===== src/rtl/pssfp_pkg.sv =====
// ---------------------------------------------------------------------------
// pssfp_pkg : shared types and constants of the particulate frame parser
// Frame layout constants, result status codes and the record that the
// byte front hands to the frame back.
// ---------------------------------------------------------------------------
package pssfp_pkg;

  localparam logic [7:0] HDR_FIRST  = 8'h42;
  localparam logic [7:0] HDR_SECOND = 8'h4D;

  localparam logic [4:0] POS_HDR_SECOND = 5'd1;
  localparam logic [4:0] POS_PM1_LOW    = 5'd11;
  localparam logic [4:0] POS_PM25_LOW   = 5'd13;
  localparam logic [4:0] POS_PM10_LOW   = 5'd15;
  localparam logic [4:0] SUM_END        = 5'd30;
  localparam logic [4:0] FRAME_LAST     = 5'd31;

  localparam int          SUM_W             = 13;
  localparam logic [7:0]  ERROR_LIMIT_RESET = 8'd5;
  localparam int          QUEUE_DEPTH_DEF   = 2;

  typedef enum logic [1:0] {
    ST_GOOD    = 2'd0,
    ST_BAD     = 2'd1,
    ST_CLEARED = 2'd2
  } frame_status_t;

  // One completed frame, as seen by the byte front.
  typedef struct packed {
    logic [15:0]      pm1;
    logic [15:0]      pm25;
    logic [15:0]      pm10;
    logic [15:0]      trailer;
    logic [SUM_W-1:0] sum;
  } frame_rec_t;

  // One result item.
  typedef struct packed {
    logic [7:0]    errors_now;
    frame_status_t frame_status;
    logic [15:0]   pm10_value;
    logic [15:0]   pm25_value;
    logic [15:0]   pm1_value;
  } frame_result_t;

endpackage


===== src/rtl/pssfp_front.sv =====
// ---------------------------------------------------------------------------
// pssfp_front : byte front of the frame parser
// Tracks the byte position, checks the header, keeps the running sum and
// captures the PM words; emits one record per completed frame.
// ---------------------------------------------------------------------------
module pssfp_front
  import pssfp_pkg::*;
(
  input  logic       clk,
  input  logic       rst,
  input  logic       byte_valid,
  output logic       byte_ready,
  input  logic [7:0] rx_byte,
  output logic       rec_valid,
  input  logic       rec_ready,
  output frame_rec_t rec
);

  logic [4:0]       byte_position;
  logic [7:0]       header_first;
  logic [SUM_W-1:0] running_sum;
  logic [7:0]       high_byte_hold;
  logic [15:0]      pm1_capture;
  logic [15:0]      pm25_capture;
  logic [15:0]      pm10_capture;

  logic [15:0]      word;
  logic             take;
  logic             bad_header;

  assign word       = {high_byte_hold, rx_byte};
  assign byte_ready = (byte_position != FRAME_LAST) || rec_ready;
  assign take       = byte_valid && byte_ready;
  assign bad_header = (byte_position == POS_HDR_SECOND) &&
                      ((header_first != HDR_FIRST) || (rx_byte != HDR_SECOND));

  assign rec_valid    = byte_valid && (byte_position == FRAME_LAST);
  assign rec.pm1      = pm1_capture;
  assign rec.pm25     = pm25_capture;
  assign rec.pm10     = pm10_capture;
  assign rec.trailer  = word;
  assign rec.sum      = running_sum;

  always_ff @(posedge clk) begin
    if (rst) begin
      byte_position  <= '0;
      header_first   <= '0;
      running_sum    <= '0;
      high_byte_hold <= '0;
      pm1_capture    <= '0;
      pm25_capture   <= '0;
      pm10_capture   <= '0;
    end else if (take) begin
      if (byte_position == '0) begin
        header_first   <= rx_byte;
        running_sum    <= {{(SUM_W-8){1'b0}}, rx_byte};
        high_byte_hold <= rx_byte;
        byte_position  <= 5'd1;
      end else if (bad_header) begin
        // drop both header bytes and hunt again
        byte_position <= '0;
        running_sum   <= '0;
      end else begin
        if (byte_position < SUM_END) begin
          running_sum <= running_sum + {{(SUM_W-8){1'b0}}, rx_byte};
        end
        if (!byte_position[0]) begin
          high_byte_hold <= rx_byte;
        end else if (byte_position == POS_PM1_LOW) begin
          pm1_capture <= word;
        end else if (byte_position == POS_PM25_LOW) begin
          pm25_capture <= word;
        end else if (byte_position == POS_PM10_LOW) begin
          pm10_capture <= word;
        end
        if (byte_position == FRAME_LAST) begin
          byte_position <= '0;
          running_sum   <= '0;
        end else begin
          byte_position <= byte_position + 5'd1;
        end
      end
    end
  end

endmodule


===== src/rtl/pssfp_queue.sv =====
// ---------------------------------------------------------------------------
// pssfp_queue : short frame record queue
// Register FIFO between the byte front and the frame back.
// ---------------------------------------------------------------------------
module pssfp_queue
  import pssfp_pkg::*;
#(
  parameter int DEPTH = QUEUE_DEPTH_DEF
)
(
  input  logic       clk,
  input  logic       rst,
  input  logic       push_valid,
  output logic       push_ready,
  input  frame_rec_t push_data,
  output logic       pop_valid,
  input  logic       pop_ready,
  output frame_rec_t pop_data,
  output logic       full
);

  localparam int AW = (DEPTH > 1) ? $clog2(DEPTH) : 1;
  localparam int CW = $clog2(DEPTH + 1);
  localparam logic [AW-1:0] LAST_SLOT = AW'(DEPTH - 1);
  localparam logic [CW-1:0] DEPTH_C   = CW'(DEPTH);

  frame_rec_t    slots [DEPTH];
  logic [AW-1:0] wr_ptr;
  logic [AW-1:0] rd_ptr;
  logic [CW-1:0] count;
  logic          do_push;
  logic          do_pop;

  assign full       = (count == DEPTH_C);
  assign push_ready = !full;
  assign pop_valid  = (count != '0);
  assign pop_data   = slots[rd_ptr];
  assign do_push    = push_valid && push_ready;
  assign do_pop     = pop_valid && pop_ready;

  always_ff @(posedge clk) begin
    if (do_push) begin
      slots[wr_ptr] <= push_data;
    end
  end

  always_ff @(posedge clk) begin
    if (rst) begin
      wr_ptr <= '0;
      rd_ptr <= '0;
      count  <= '0;
    end else begin
      if (do_push) begin
        wr_ptr <= (wr_ptr == LAST_SLOT) ? '0 : wr_ptr + AW'(1);
      end
      if (do_pop) begin
        rd_ptr <= (rd_ptr == LAST_SLOT) ? '0 : rd_ptr + AW'(1);
      end
      if (do_push && !do_pop) begin
        count <= count + CW'(1);
      end else if (do_pop && !do_push) begin
        count <= count - CW'(1);
      end
    end
  end

endmodule


===== src/rtl/pssfp_back.sv =====
// ---------------------------------------------------------------------------
// pssfp_back : frame back of the parser
// Checks the trailer against the sum, keeps the error count and the
// published values, and holds the result in an output register.
// ---------------------------------------------------------------------------
module pssfp_back
  import pssfp_pkg::*;
(
  input  logic          clk,
  input  logic          rst,
  input  logic [7:0]    error_limit,
  input  logic          rec_valid,
  output logic          rec_ready,
  input  frame_rec_t    rec,
  output logic          res_valid,
  input  logic          res_ready,
  output frame_result_t res
);

  logic [15:0]   pm1_published;
  logic [15:0]   pm25_published;
  logic [15:0]   pm10_published;
  logic [7:0]    error_count;

  logic          good;
  logic          at_limit;
  logic [15:0]   pm1_next;
  logic [15:0]   pm25_next;
  logic [15:0]   pm10_next;
  logic [7:0]    error_count_next;
  frame_status_t status_next;
  logic          take;

  assign rec_ready = !res_valid || res_ready;
  assign take      = rec_valid && rec_ready;
  assign good      = (rec.trailer != 16'd0) &&
                     (rec.trailer == {{(16-SUM_W){1'b0}}, rec.sum});
  assign at_limit  = (error_count >= error_limit);

  always_comb begin
    pm1_next         = pm1_published;
    pm25_next        = pm25_published;
    pm10_next        = pm10_published;
    error_count_next = error_count + 8'd1;
    status_next      = ST_BAD;
    if (good) begin
      pm1_next         = rec.pm1;
      pm25_next        = rec.pm25;
      pm10_next        = rec.pm10;
      error_count_next = '0;
      status_next      = ST_GOOD;
    end else if (at_limit) begin
      pm1_next         = '0;
      pm25_next        = '0;
      pm10_next        = '0;
      error_count_next = '0;
      status_next      = ST_CLEARED;
    end
  end

  always_ff @(posedge clk) begin
    if (rst) begin
      pm1_published  <= '0;
      pm25_published <= '0;
      pm10_published <= '0;
      error_count    <= '0;
      res_valid      <= 1'b0;
    end else begin
      if (take) begin
        pm1_published  <= pm1_next;
        pm25_published <= pm25_next;
        pm10_published <= pm10_next;
        error_count    <= error_count_next;
        res_valid      <= 1'b1;
      end else if (res_ready) begin
        res_valid <= 1'b0;
      end
    end
  end

  always_ff @(posedge clk) begin
    if (take) begin
      res.pm1_value    <= pm1_next;
      res.pm25_value   <= pm25_next;
      res.pm10_value   <= pm10_next;
      res.frame_status <= status_next;
      res.errors_now   <= error_count_next;
    end
  end

endmodule


===== src/rtl/particle_sensor_frame_parser_unit.sv =====
// ---------------------------------------------------------------------------
// particle_sensor_frame_parser_unit : 32-byte particulate sensor frame parser
// Takes received serial bytes, frames them on the 0x42 0x4D header, checks
// the 16-bit trailer against the byte sum and reports PM1, PM2.5 and PM10.
// ---------------------------------------------------------------------------
//
//  channel  | direction | handshake              | payload
//  ---------+-----------+------------------------+---------------------------
//  s_*      | in        | s_tvalid / s_tready    | rx_byte, one per request
//  m_*      | out       | m_tvalid / m_tready    | one result per full frame
//  cfg_*    | in        | cfg_valid / cfg_ready  | error_limit write
//
//  A byte is taken every cycle; s_tready drops only when the last byte of a
//  frame arrives and the frame queue is full.
//  A frame's result reaches m_tvalid through the queue register and then
//  the back's output register.
//  Reset clears position, sum, error count and published values, and sets
//  error_limit to 5. No clearing pass: the block is ready right after reset.
//  A stalled m_tready holds the result; the front keeps taking bytes until
//  the queue fills.
// ---------------------------------------------------------------------------
module particle_sensor_frame_parser_unit
  import pssfp_pkg::*;
#(
  parameter int QUEUE_DEPTH = QUEUE_DEPTH_DEF
)
(
  input  logic        clk,
  input  logic        rst,
  // byte stream in
  input  logic        s_tvalid,
  output logic        s_tready,
  input  logic [7:0]  s_tdata,   // [7:0] rx_byte
  // frame results out
  output logic        m_tvalid,
  input  logic        m_tready,
  output logic [63:0] m_tdata,   // [15:0] pm1_value, [31:16] pm25_value,
                                 // [47:32] pm10_value, [49:48] frame_status,
                                 // [57:50] errors_now, [63:58] zero
  // configuration write
  input  logic        cfg_valid,
  output logic        cfg_ready,
  input  logic [7:0]  cfg_data   // error_limit
);

  logic [7:0]    error_limit;
  frame_rec_t    front_rec;
  logic          front_rec_valid;
  logic          front_rec_ready;
  frame_rec_t    back_rec;
  logic          back_rec_valid;
  logic          back_rec_ready;
  logic          queue_full;
  frame_result_t result;

  // Configuration: always ready; hold the limit until the next write.
  assign cfg_ready = 1'b1;

  always_ff @(posedge clk) begin
    if (rst) begin
      error_limit <= ERROR_LIMIT_RESET;
    end else if (cfg_valid && cfg_ready) begin
      error_limit <= cfg_data;
    end
  end

  // Front: position, header check, sum and PM word capture.
  pssfp_front u_front (
    .clk        (clk),
    .rst        (rst),
    .byte_valid (s_tvalid),
    .byte_ready (s_tready),
    .rx_byte    (s_tdata),
    .rec_valid  (front_rec_valid),
    .rec_ready  (front_rec_ready),
    .rec        (front_rec)
  );

  // Queue: decouple the front from a stalled result channel.
  pssfp_queue #(
    .DEPTH (QUEUE_DEPTH)
  ) u_queue (
    .clk        (clk),
    .rst        (rst),
    .push_valid (front_rec_valid),
    .push_ready (front_rec_ready),
    .push_data  (front_rec),
    .pop_valid  (back_rec_valid),
    .pop_ready  (back_rec_ready),
    .pop_data   (back_rec),
    .full       (queue_full)
  );

  // Back: verdict, error count, published values, output register.
  pssfp_back u_back (
    .clk         (clk),
    .rst         (rst),
    .error_limit (error_limit),
    .rec_valid   (back_rec_valid),
    .rec_ready   (back_rec_ready),
    .rec         (back_rec),
    .res_valid   (m_tvalid),
    .res_ready   (m_tready),
    .res         (result)
  );

  // Pack the result, last field in the lowest bits, zero-pad to 64 bits.
  assign m_tdata = {6'd0, result};

  // A good frame always leaves the error count at zero.
  assert property (@(posedge clk) disable iff (rst)
    m_tvalid && (result.frame_status == ST_GOOD) |-> result.errors_now == 8'd0)
    else $error("good frame reported with non-zero error count");

  // Hitting the limit clears every published value and the count.
  assert property (@(posedge clk) disable iff (rst)
    m_tvalid && (result.frame_status == ST_CLEARED) |->
      (result.pm1_value == 16'd0) && (result.pm25_value == 16'd0) &&
      (result.pm10_value == 16'd0) && (result.errors_now == 8'd0))
    else $error("cleared frame reported with non-zero values");

  // The byte side only stalls on a frame end with the queue full.
  assert property (@(posedge clk) disable iff (rst)
    !s_tready |-> queue_full)
    else $error("byte stream stalled with queue space left");

  // A frame record leaving the front is taken by the queue the same cycle
  // whenever the front accepts the last byte.
  assert property (@(posedge clk) disable iff (rst)
    s_tvalid && s_tready && front_rec_valid |-> front_rec_ready)
    else $error("last byte accepted but frame record dropped");

endmodule


===== config.mk =====
export PLATFORM = sky130hd
export DESIGN_NAME = particle_sensor_frame_parser_unit
export DESIGN_NICKNAME = d
export VERILOG_FILES = /design/src/rtl/pssfp_pkg.sv /design/src/rtl/pssfp_front.sv /design/src/rtl/pssfp_queue.sv /design/src/rtl/pssfp_back.sv /design/src/rtl/particle_sensor_frame_parser_unit.sv
export SDC_FILE = /design/constraint.sdc
export NUM_CORES = 1
export LEC_CHECK = 0
export BUFFER_PORTS_ARGS = -buffer_cell sky130_fd_sc_hd__buf_2
export CAP_MARGIN = 15
export CORE_ASPECT_RATIO = 0.7
export CORE_MARGIN = 3
export CORE_UTILIZATION = 40
export DETAILED_ROUTE_END_ITERATION = 8
export GPL_ROUTABILITY_DRIVEN = 0
export PLACE_DENSITY = 0.62
export SYNTH_ARGS = -nofsm -noshare
export SYNTH_HDL_FRONTEND = slang
export SYNTH_SLANG_ARGS = --single-unit
export TNS_END_PERCENT = 10

===== constraint.sdc =====
create_clock -name clk -period 14.3 [get_ports clk]
set_input_delay 0 -clock clk [delete_from_list [all_inputs] [get_ports clk]]
set_output_delay 0 -clock clk [all_outputs]
set_load 0.005 [all_outputs]

### Yosys cells after proc, flatten, opt, wreduce, memory -nomap -nowiden

Memories as Yosys holds them, arrays and structs flattened. A register that Yosys moved wholly into a read port is not among the register bits.
Index checks and enable logic that the tools add are counted.

| cells by class | value |
|---|---|
| $add $sub $neg | 7 |
| eq/ne operators | 12 |
| bitwise logic cells | 4 |
| reduce and logical (&&, ||, !) cells | 27 |
| order comparisons | 2 |
| multiplexer cells | 29 |

Operators by type and width:

| cell | count |
|---|---|
| $mux W16 | 6 |
| $mux W13 | 4 |
| $mux W8 | 5 |
| $eq A16 B13 Y1 | 1 |
| $ne A8 B7 Y1 const B | 2 |
| $reduce_bool A16 Y1 | 1 |
| $eq A5 B4 Y1 const B | 3 |
| $mux W5 | 3 |
| $add A13 B8 Y13 | 1 |
| $add A8 B1 Y8 const B | 1 |
| $ge A8 B8 Y1 | 1 |
| $logic_and A1 B1 Y1 | 8 |
| $mux W1 | 8 |
| $reduce_and A7 Y1 | 1 |
| $mux W2 | 3 |
| $reduce_and A6 Y1 | 1 |
| $reduce_bool A2 Y1 | 3 |
| $add A5 B1 Y5 const B | 1 |
| $eq A5 B1 Y1 const B | 1 |
| $eq A5 B5 Y1 const B | 1 |
| $logic_not A5 Y1 | 1 |
| $lt A5 B5 Y1 const B | 1 |
| $ne A5 B5 Y1 const B | 1 |
| $reduce_and A5 Y1 | 1 |
| 11 further kinds | 22 |

| storage, ports and cells | value |
|---|---|
| input bits | 21 |
| output and inout bits | 67 |
| memories | 1 |
| word-level logic and storage cells | 103 |
| RAM bits | 154 |
| bits in registers | 209 |

Memory list:

| memory | depth | bits a word | read ports | clocked after memory_dff | wr ports | line | RTL |
|---|---|---|---|---|---|---|---|
| u_queue.slots | 2 | 77 | 1 | 1 | 1 | pssfp_queue.sv:27 | `frame_rec_t slots [DEPTH];` |

### Longest topological paths before layout

| depth | value |
|---|---|
| word-level depth | 7 |
| mapped depth | 11 |
| gate-level depth less buffers | 9 |

### By module

Synthesis repeated with hierarchy kept, for this count alone.

| unflattened totals | value |
|---|---|
| cells, all modules | 1,370 |
| area total of the unflattened synthesis | 15,718.8 µm² |

Modules (own cells, without submodules):

| module | seq. area each (µm²) | area each (µm²) | times used | cells each |
|---|---|---|---|---|
| pssfp_back | 2,882.8 | 5,835.6 | 1 | 679 |
| pssfp_queue | 4,724.5 | 5,785.5 | 1 | 266 |
| pssfp_front | 1,641.6 | 3,744.8 | 1 | 390 |
| particle_sensor_frame_parser_unit | 160.2 | 352.8 | 1 | 35 |

### Worst setup path before layout

OpenSTA, ideal clock, no wires.

| path | value |
|---|---|
| path kind | reg2reg |
| start point | reg u_front.byte_position[1] |
| end point | mem u_queue.slots[0][0] (netlist bit) (enable) |
| path buffers | 0 |
| data required time | 13.778 ns |
| clock period less this slack | 5.207 ns |
| stages on the path, launching flop included | 7 |
| library setup time | 0.522 ns |
| arrival time | 4.685 ns |
| path slack | 9.093 ns |
| path through | dfxtp_1 ha_1 and3_1 ha_1 nand2_1 a21oi_1 nor2b_1 |

| on the way | value |
|---|---|
| cells in the longest elaborated chain, start to end | 5 |

Ends and longest elaborated chain:

| what | line | RTL |
|---|---|---|
| from (decl) | pssfp_front.sv:19 | `logic [4:0] byte_position;` |
| from (signal assigned) | pssfp_front.sv:80 | `byte_position <= byte_position + 5'd1;` |
| $eq A5 B5 Y1 | pssfp_front.sv:37 | `assign rec_valid = byte_valid && (byte_position == FRAME_LAST);` |
| $logic_and A1 B1 Y1 | pssfp_front.sv:37 |  |
| $logic_and A1 B1 Y1 | pssfp_queue.sv:38 | `assign do_push = push_valid && push_ready;` |
| net u_queue.do_push | pssfp_queue.sv:31 | `logic do_push;` |
| $mux W1 | pssfp_queue.sv:42 | `if (do_push) begin` |
| $mux W1 (not written as such) | pssfp_queue.sv:43 | `slots[wr_ptr] <= push_data;` |
| to (decl) | pssfp_queue.sv:27 |  |

The timed path passes the listed nets, and every way through them passes these cells.

### Worst setup path in the final report

| path | value |
|---|---|
| start point | reg u_front.byte_position[0] |
| end point | reg u_front.pm10_capture[7] |

| on the way | value |
|---|---|
| cells in the longest elaborated chain, start to end | 4 |
| elaborated cells between the ends (all ways) | 14 |
| classes of those cells | eq/ne: 5; bitwise: 4; reduce/logical: 5 |

Ends and longest elaborated chain:

| what | line | RTL |
|---|---|---|
| $ne A5 B5 Y1 / $eq A5 B1 Y1 (equally long branches) | pssfp_front.sv:32, pssfp_front.sv:34 |  |
| $logic_or A1 B1 Y1 / $logic_and A1 B1 Y1 (equally long branches) | pssfp_front.sv:32, pssfp_front.sv:34 |  |
| $logic_and A1 B1 Y1 / $not A1 Y1 (equally long branches) | -- |  |
| $reduce_and A7 Y1 (no line) * | -- |  |
| to (signal assigned) | pssfp_front.sv:74 | `pm10_capture <= word;` |
| to (decl) | pssfp_front.sv:25 | `logic [15:0] pm10_capture;` |

Mark *: on every way between the ends. The rest lies on a longest branch, timed or not.
A chain may end at the register's enable or synchronous reset.

==> results.yml <==
run_status:
  status: "completed"
synthesis:
  synth-seq-cells: 364
  synthArstFlopShare_pct: 0
  yosysMostFrequentCell: "edfxtp_1"
  synth_cell_types: 50
  synth_area_leaders: "edfxtp_1, dfxtp_1, mux2i_1"
  synth_ff_type: "edfxtp_1"
  ys_top_cells_by_count: "edfxtp_1, dfxtp_1, mux2i_1"
  synth.largest_area_cell: "edfxtp_1"
  synthesis.area_um2: 14300
  yosysWarningCount: 0
  synth_top_area_share_pct: 44.6
  avgSynthCellArea_um2: 13.1
  seq_area_frac_synth_pct: 65.9
  synthesis.instances: 1090
  synth-edff-count: 212
grt:
  grt_usage_pct: 15.7
  grt_antenna_before_repair: 0
  grt_max_degree: 68
  grt_pass1_wl_um: 47100
  grt_overflow: 0
  grt_pass1_vias: 8424
detailed_routing:
  drt_iter0_drc: 514
  avgRoutedWirePerCell_um: 17.5
  drtPass1Iterations: 5
  via_per_inst: 5.13
  drc: 0
  antenna_left: 0
  vias: 8680
  routed_wl_um: 29600
final_layout:
  fin_area_um2: 16500
  area_delta_synth_final_pct: 15.8
  n_antenna_cell: 0
  stdcell_count: 1691
  layout-drive-gt1-share_pct: 14.1
  nNetsFinal: 1237
power:
  p_sw_share_pct: 21.1
  p_per_area_nw_per_um2: 126
  p_clk_share_pct: 42.9
  comb_power_share_pct: 3.5
  p_int_mw: 1.64
  power_frac_seq_pct: 53.6
  power.leakage_nw: 6.08
  p_switching_mw: 0.439
  ir_drop_mv: 0.0637
timing:
  clock.fmax_ghz: 0.284
  fin_worst_skew_ns: 0.0211
  post-route-period-util_pct: 24.6
  worst_pin_slew_ns: 1.09
  setup_violations: 0
  hold_viol: 0
  slew_viol_final: 0
  grt_setup_unrepaired: "false"
  relSlewSlack_pct: 26.6
  finalSetupTns_ns: 0
  fin_crit_ns: 3.52
hold_path:
  hold_path_class: "in -> reg"
clock_tree:
  htreeDepth: 2
  cts.sinks: 364
  cts-root-buf: "clkbuf_16"
  clk_pin_slew_ns: 0.07
  post-cts-setup-buffers: 0
  cts_resized: 0
  ctsLongestPathBuffers: 3
  cts_tree: "yes"
  cts_buffers: 36
  insertion_delay_ns: 0.52
  cts_hold_buffers: 34
critical_path:
  path_max_fanout: 16
  cp_data_arrival_time_ns: 3.91
  critPathMaxStageDelay_ns: 1.02
  critPathBufInv: 0
  critPathTopFamily: "simple AND/OR/NAND/NOR gates"
  crit_path_frequent_cell: "ha_1"
  path_class: "reg -> reg"
  critical_path.startpoint_type: "register"
  required_ns: 14.69
  cp_cell_sequence: "ha_1 > and3_1 > ha_1 > nand3b_1 > nand2_1 > a211oi_1 > and4_1 > mux2i_1 > nor2_1"
  end_kind: "register"
  crit_slowest_cell: "and4_1"
run:
  drv_cap: 0
floorplanning:
  io_pins: 88
  start_util_pct: 40.8
  die_y_um: 164
  die-area_um2: 38000
  row_count: 57
  die_x_um: 232
  core_um2: 34900
place:
  portBuffers: 80
  hpwl_um: 18400
  dp_cells: 1592
  dpl_cell_area_um2: 15100
[per-stage QoR]
| step | utilization, % | power [mW] | setup slack, ns | hold slack (ns) |
|---|---|---|---|---|
| after floorplan | - | 1.18 | 9.09 | 0.0989 |
| after global placement | 43.1 | 1.20 | 10.87 | 0.222 |
| after detailed placement | 43.1 | 1.20 | 10.79 | 0.237 |
| after CTS | 47.3 | 2.11 | 10.78 | 0.315 |
| after global routing | 47.3 | 2.16 | 10.49 | 0.361 |
| final | 47.3 | 2.08 | 10.78 | 0.328 |
[path summary, 6_finish.rpt]
| path | startpoint | endpoint | slack, ns | depth (start not counted) |
|---|---|---|---|---|
| hold reg to reg | u_front.pm25_capture[1] | u_queue.slots[1][46] | 0.45 | 0 |
| setup reg to reg | u_front.byte_position[0] | u_front.pm10_capture[7] | 10.78 | 9 |
| hold / removal | m_tready | u_back.res_valid | 0.33 | 4 |
| setup / recovery | u_front.byte_position[0] | u_front.pm10_capture[7] | 10.78 | 9 |
[state kept, by name (all words and copies together), names as in the netlist, named ones only]
register / count
u_back.pm25_published: 16
u_queue.count: 2
u_front.byte_position: 5
u_front.high_byte_hold: 8
u_front.pm25_capture: 16
u_front.running_sum: 13
u_queue.rd_ptr: 1
u_queue.wr_ptr: 1
u_back.res_valid: 1
u_front.pm10_capture: 16
u_front.header_first: 8
u_front.pm1_capture: 16
u_back.pm1_published: 16
error_limit: 8
u_queue.slots: 154
u_back.pm10_published: 16
u_back.error_count: 8
u_back.res: 58
[kinds of logic (layout without fill, tap and decap cells)]
| family | Yosys count | in the layout | share of synthesized area (%) |
|---|---|---|---|
| flops | 364 | 364 | 65.9 |
| xor+xnor | 44 | 44 | 2.70 |
| simple gates | 285 | 285 | 9.67 |
| fa+ha+maj | 24 | 24 | 2.16 |
| buf+inv | 91 | 215 | 2.81 |
| mux | 113 | 113 | 7.92 |
| compound gates | 167 | 167 | 8.77 |
| other cells | 2 | 7 | 0.0526 |
[worst register-to-register path: stages (launching register included)]
cell      delay [ns]
dfxtp_1         0.40
ha_1            0.27
and3_1          0.20
ha_1            0.24
nand3b_1        0.15
nand2_1         0.20
a211oi_1        0.57
and4_1          1.02
mux2i_1         0.29
nor2_1          0.05
[power groups by stage]
stage	clock (mW)	combinational, mW	sequential [mW]
finish	0.892	0.0724	1.12
global route	0.961	0.0806	1.12
CTS	0.918	0.0722	1.12
detailed placement	0	0.0641	1.14
global placement	0	0.0621	1.14
floorplan	0	0.0461	1.13
[area by class of cell]
type                            count  area [um^2]
Clock buffer                       50          993
Clock inverter                     15          115
Fill cell                        3114        18400
Inverter                           24         90.1
Multi-Input combinational cell    640         4490
Sequential cell                   364         9410
Tap cell                          472          591
Timing Repair Buffer              126          833
[cells in the final DEF (no fill, tap or decap), types with 13 or more instances in the layout]
| master | synthesis | final |
|---|---|---|
| edfxtp_1 | 212 | 212 |
| dfxtp_1 | 152 | 151 |
| mux2i_1 | 113 | 113 |
| nor2_1 | 93 | 93 |
| buf_2 | 9 | 79 |
| nand3_1 | 71 | 71 |
| o21ai_0 | 58 | 58 |
| nand2_1 | 36 | 36 |
| clkbuf_16 | 0 | 36 |
| xor2_1 | 34 | 34 |
| dlygate4sd3_1 | 0 | 34 |
| o2bb2ai_1 | 28 | 28 |
| a21oi_1 | 23 | 23 |
| inv_1 | 23 | 23 |
| ha_1 | 23 | 23 |
| o2bb2ai_2 | 20 | 20 |
| nor4_1 | 18 | 18 |
| nor3_1 | 16 | 16 |
| buf_4 | 7 | 13 |
[routing by layer]
layer	vias to the layer above	part of all wire, %	track usage (%)
li1	4229	-	-
met1	4207	50	23.3
met2	204	43	23.5
met3	40	4.8	3.16
met4	0	1.7	4.08
met5	-	0	0
No activity file was read; power rests on OpenSTA's default activity.
